<file path="config.mk">
export PLATFORM = sky130hd
export DESIGN_NAME = mlptw_index
export DESIGN_NICKNAME = d
export VERILOG_FILES = /design/src/rtl/mlptw_pkg.sv /design/src/rtl/mlptw_index.sv
export SDC_FILE = /design/constraint.sdc
export NUM_CORES = 1
export LEC_CHECK = 0
export ABC_AREA = 1
export BUFFER_PORTS_ARGS = -buffer_cell sky130_fd_sc_hd__buf_2
export CAP_MARGIN = 5
export CORE_UTILIZATION = 50
export DETAILED_ROUTE_END_ITERATION = 7
export PLACE_DENSITY_LB_ADDON = 0.05
export SLEW_MARGIN = 25
export SYNTH_ARGS = -nofsm -noshare
export SYNTH_HDL_FRONTEND = slang
export SYNTH_SLANG_ARGS = --single-unit
</file>
<file path="constraint.sdc">
create_clock -name vclk -period 2.55
set_clock_uncertainty 0.05 [all_clocks]
set_input_delay 0.255 -clock vclk [all_inputs]
set_output_delay 0.255 -clock vclk [all_outputs]
set_load 0.05 [all_outputs]
</file>
<file path="src/rtl/mlptw_pkg.sv">
`timescale 1ns / 1ps

package mlptw_pkg;

  // Parameter defaults.
  localparam int ADDRESS_BITS_DEF   = 32;
  localparam int MAX_LEVELS_DEF     = 4;
  localparam int MAX_LEVEL_BITS_DEF = 8;
  localparam int NODE_COUNT_DEF     = 256;

  // Fixed field widths.
  localparam int ADDR_W     = 32;
  localparam int FRAME_W    = 32;
  localparam int STATUS_W   = 2;
  localparam int BITS_W     = 4;
  localparam int COUNT_W    = 3;
  localparam int CFG_IDX_W  = 3;
  localparam int CFG_DATA_W = 4;

  // Number of per-level bit-count registers, and the width of a level number.
  localparam int CFG_LEVELS = 4;
  localparam int LEVEL_W    = 2;

  // Operation codes.
  localparam logic OP_LOOKUP = 1'b0;
  localparam logic OP_INSERT = 1'b1;

  // Result status codes.
  localparam logic [STATUS_W-1:0] STS_OK      = 2'd0;
  localparam logic [STATUS_W-1:0] STS_POOL    = 2'd1;
  localparam logic [STATUS_W-1:0] STS_BAD_CFG = 2'd2;

  // Configuration register indexes.
  localparam logic [CFG_IDX_W-1:0] REG_LEVEL_COUNT = 3'd0;
  localparam logic [CFG_IDX_W-1:0] REG_BITS_ZERO   = 3'd1;
  localparam logic [CFG_IDX_W-1:0] REG_BITS_ONE    = 3'd2;
  localparam logic [CFG_IDX_W-1:0] REG_BITS_TWO    = 3'd3;
  localparam logic [CFG_IDX_W-1:0] REG_BITS_THREE  = 3'd4;

  // Register reset values.
  localparam logic [COUNT_W-1:0] LEVEL_COUNT_RST = 3'd1;
  localparam logic [BITS_W-1:0]  LEVEL_BITS_RST  = 4'd8;

endpackage

</file>
<file path="src/rtl/mlptw_index.sv">
`timescale 1ns / 1ps

// Shared index extractor: shifts the address right so that the current level's
// field lands at the bottom, then masks it to that level's bit count.
module mlptw_index #(
  parameter int ADDRESS_BITS   = mlptw_pkg::ADDRESS_BITS_DEF,
  parameter int MAX_LEVEL_BITS = mlptw_pkg::MAX_LEVEL_BITS_DEF,
  parameter int SW             = $clog2(ADDRESS_BITS + 1)
) (
  input  logic [ADDRESS_BITS-1:0]       addr,
  input  logic [SW-1:0]                 used,
  input  logic [mlptw_pkg::BITS_W-1:0]  bits,
  output logic [MAX_LEVEL_BITS-1:0]     idx
);

  localparam int XW = (ADDRESS_BITS > MAX_LEVEL_BITS) ? ADDRESS_BITS : MAX_LEVEL_BITS;

  logic [SW-1:0]             shift;
  logic [XW-1:0]             shifted;
  logic [MAX_LEVEL_BITS:0]   one_hot;
  logic [MAX_LEVEL_BITS-1:0] mask;

  always_comb begin
    shift   = SW'(ADDRESS_BITS) - used;
    shifted = XW'(addr) >> shift;
    one_hot = (MAX_LEVEL_BITS + 1)'(1) << bits;
    mask    = MAX_LEVEL_BITS'(one_hot - (MAX_LEVEL_BITS + 1)'(1));
    idx     = shifted[MAX_LEVEL_BITS-1:0] & mask;
  end

endmodule

</file>
==> results_dict.tcl <==
set metrics [dict create \
    antenna_found_initial 0 \
    violations "DRC" \
    syn_to_final_growth_pct 18.3 \
    grtUsageTotal_pct 29.8 \
    dr_total_vias 2301 \
    drt-initial-drc-count 239 \
    io_buffers 50 \
    critPathKind "primary input to output port" \
    synthTopCellsByArea "nand3_1 45%, nand2_1 29%, nor2_1 5.5%" \
    place_area_um2 1790 \
    max_slew_margin_pct 74.1 \
    powerDensity_nw_per_um2 269 \
    worst_pin_slew_ps 388 \
    yosysWarnings 0 \
    die_height_um 57.0 \
    fin_crit_sh_pct 88.1 \
    drt_pass1_iterations 7 \
    crit_arrival_ps 1940 \
    place.gp.congestion 0.960 \
    synth_area_per_cell_um2 4.52 \
    drc 8 \
    worst_slack_ps 304 \
    pre_cts_ws_ps 349 \
    ys_types 18 \
    crit_fanout 25 \
    regArea_um2 0 \
    grt_max_degree 32 \
    hold_violations 0 \
    synth.most_common_cell "nand3_1" \
    rsz0062_at_grt "false" \
    end_kind "output port" \
    wirelength_um 4620 \
    seq_cell_count 0 \
    ios 50 \
    synth_top_cell_by_area "nand3_1" \
    rows 19 \
    ant_nets 0 \
    yosys-top-cells-count "135 x nand3_1, 117 x nand2_1, 22 x nor2_1" \
    ctsResizeCount 0 \
    grt_pass1_vias 1915 \
    maxSlewViolCount 0 \
    clockBufferCount 0 \
    critPathRequiredTime_ps 2250 \
    p_leak_nw 1.00 \
    synth_cells 335 \
    fin_util_pct 63.8 \
    start_util_pct 54.0 \
    wl_per_cell_um 11.4 \
    holdPathStages 5 \
    final.setup.tns_ps 0 \
    holdBufCountCts 0 \
    startpoint_type "primary input" \
    core-area_um2 2810 \
    drive_gt1_share_pct 18.7 \
    syn_nets 379 \
    drv_cap 0 \
    nNetsFinal 421 \
    die_x_um 57.0 \
    syn-cell-area_um2 1510 \
    post-route-min-period_ps 2250 \
    clock.fmax_mhz 445 \
    vias_per_cell 5.67 \
    netlist.area_leader.share_pct 44.6 \
    setup_viol 0 \
    run_status "complete, but fails checks" \
    grt_pass1_wl_um 8080 \
    hpwl_um 3710 \
    die-area_um2 3250 \
    ir_drop_mv 0.129 \
    grt-ovfl-total 0 \
    hp-class "primary input to output port" \
    synth-seq-area-share_pct 0 \
    finalInstanceArea_um2 1790 \
    cts_setup_buffers 0 \
    n_antenna_cell 0 \
]
==> layer usage <==
layer  GRT usage, %  up-vias  routed length [µm]
li1               -     1211                   -
met5              0        -                   0
met2           51.8       74                2160
met1           41.5     1008                2140
met3          0.454        8                 225
met4           6.27        0                  93
==> layout by cell type, fill, tap and decap left out <==
cell type / Yosys / routed
buf_4: 1 / 10
nand3_2: 1 / 1
nor2_1: 22 / 21
inv_1: 12 / 12
nand2_2: 1 / 1
nand2_1: 117 / 117
buf_2: 12 / 50
ha_1: 2 / 2
nand3_1: 135 / 135
xor2_1: 1 / 1
xnor2_2: 1 / 1
o21ai_1: 5 / 5
a21oi_2: 0 / 1
nor2_2: 0 / 1
o21ai_0: 1 / 1
a21oi_1: 12 / 11
or2_2: 1 / 1
inv_2: 4 / 4
==> final timing paths <==
| path | from | end | slack (ps) |
|---|---|---|---|
| worst max-delay path | used[0] | idx[2] | 300 |
| worst min-delay path | used[5] | idx[3] | 990 |
==> metrics by stage <==
step           total power [mW]  hold slack [ps]  cells
2_1_floorplan             0.353              749    335
3_3_place_gp              0.477              983    406
3_5_place_dp              0.477              986    406
4_1_cts                   0.478              990    406
5_1_grt                   0.542             1010    406
6_report                  0.481              989    406
==> logic make-up (layout without fill, tap and decap cells) <==
| family | after synthesis | in the layout | synth area share [%] |
|---|---|---|---|
| AND/OR/NAND/NOR | 277 | 277 | 80.6 |
| buffers and inverters | 36 | 76 | 10.2 |
| XOR/XNOR | 2 | 2 | 1.65 |
| adder cells (fa/ha/maj) | 2 | 2 | 1.65 |
| AO/OA/AOI/OAI | 18 | 18 | 5.95 |
==> layout make-up <==
type | instances | area, µm²
repair buffers | 60 | 325
multi-input cells | 299 | 1370
fillers | 325 | 1010
inverters | 16 | 60.1
well taps | 31 | 38.8
==> power by group <==
group	internal [mW]	total (mW)	switching, mW	leakage, nW
Sequential	0	0	0	0
Clock	0	0	0	0
Combinational	0.165	0.481	0.317	1.00
==> critical path, stage by stage <==
cell and delay, ps:
buf_2 110, inv_2 70, ha_1 180, inv_1 50, nand2_1 50, nand2_1 100, inv_2 320, nand3_1 130
nand3_1 140, nand2_1 80, nand2_1 60, nand2_1 40, nor2_1 70, buf_2 260
No activity file was read; power rests on OpenSTA's default activity.
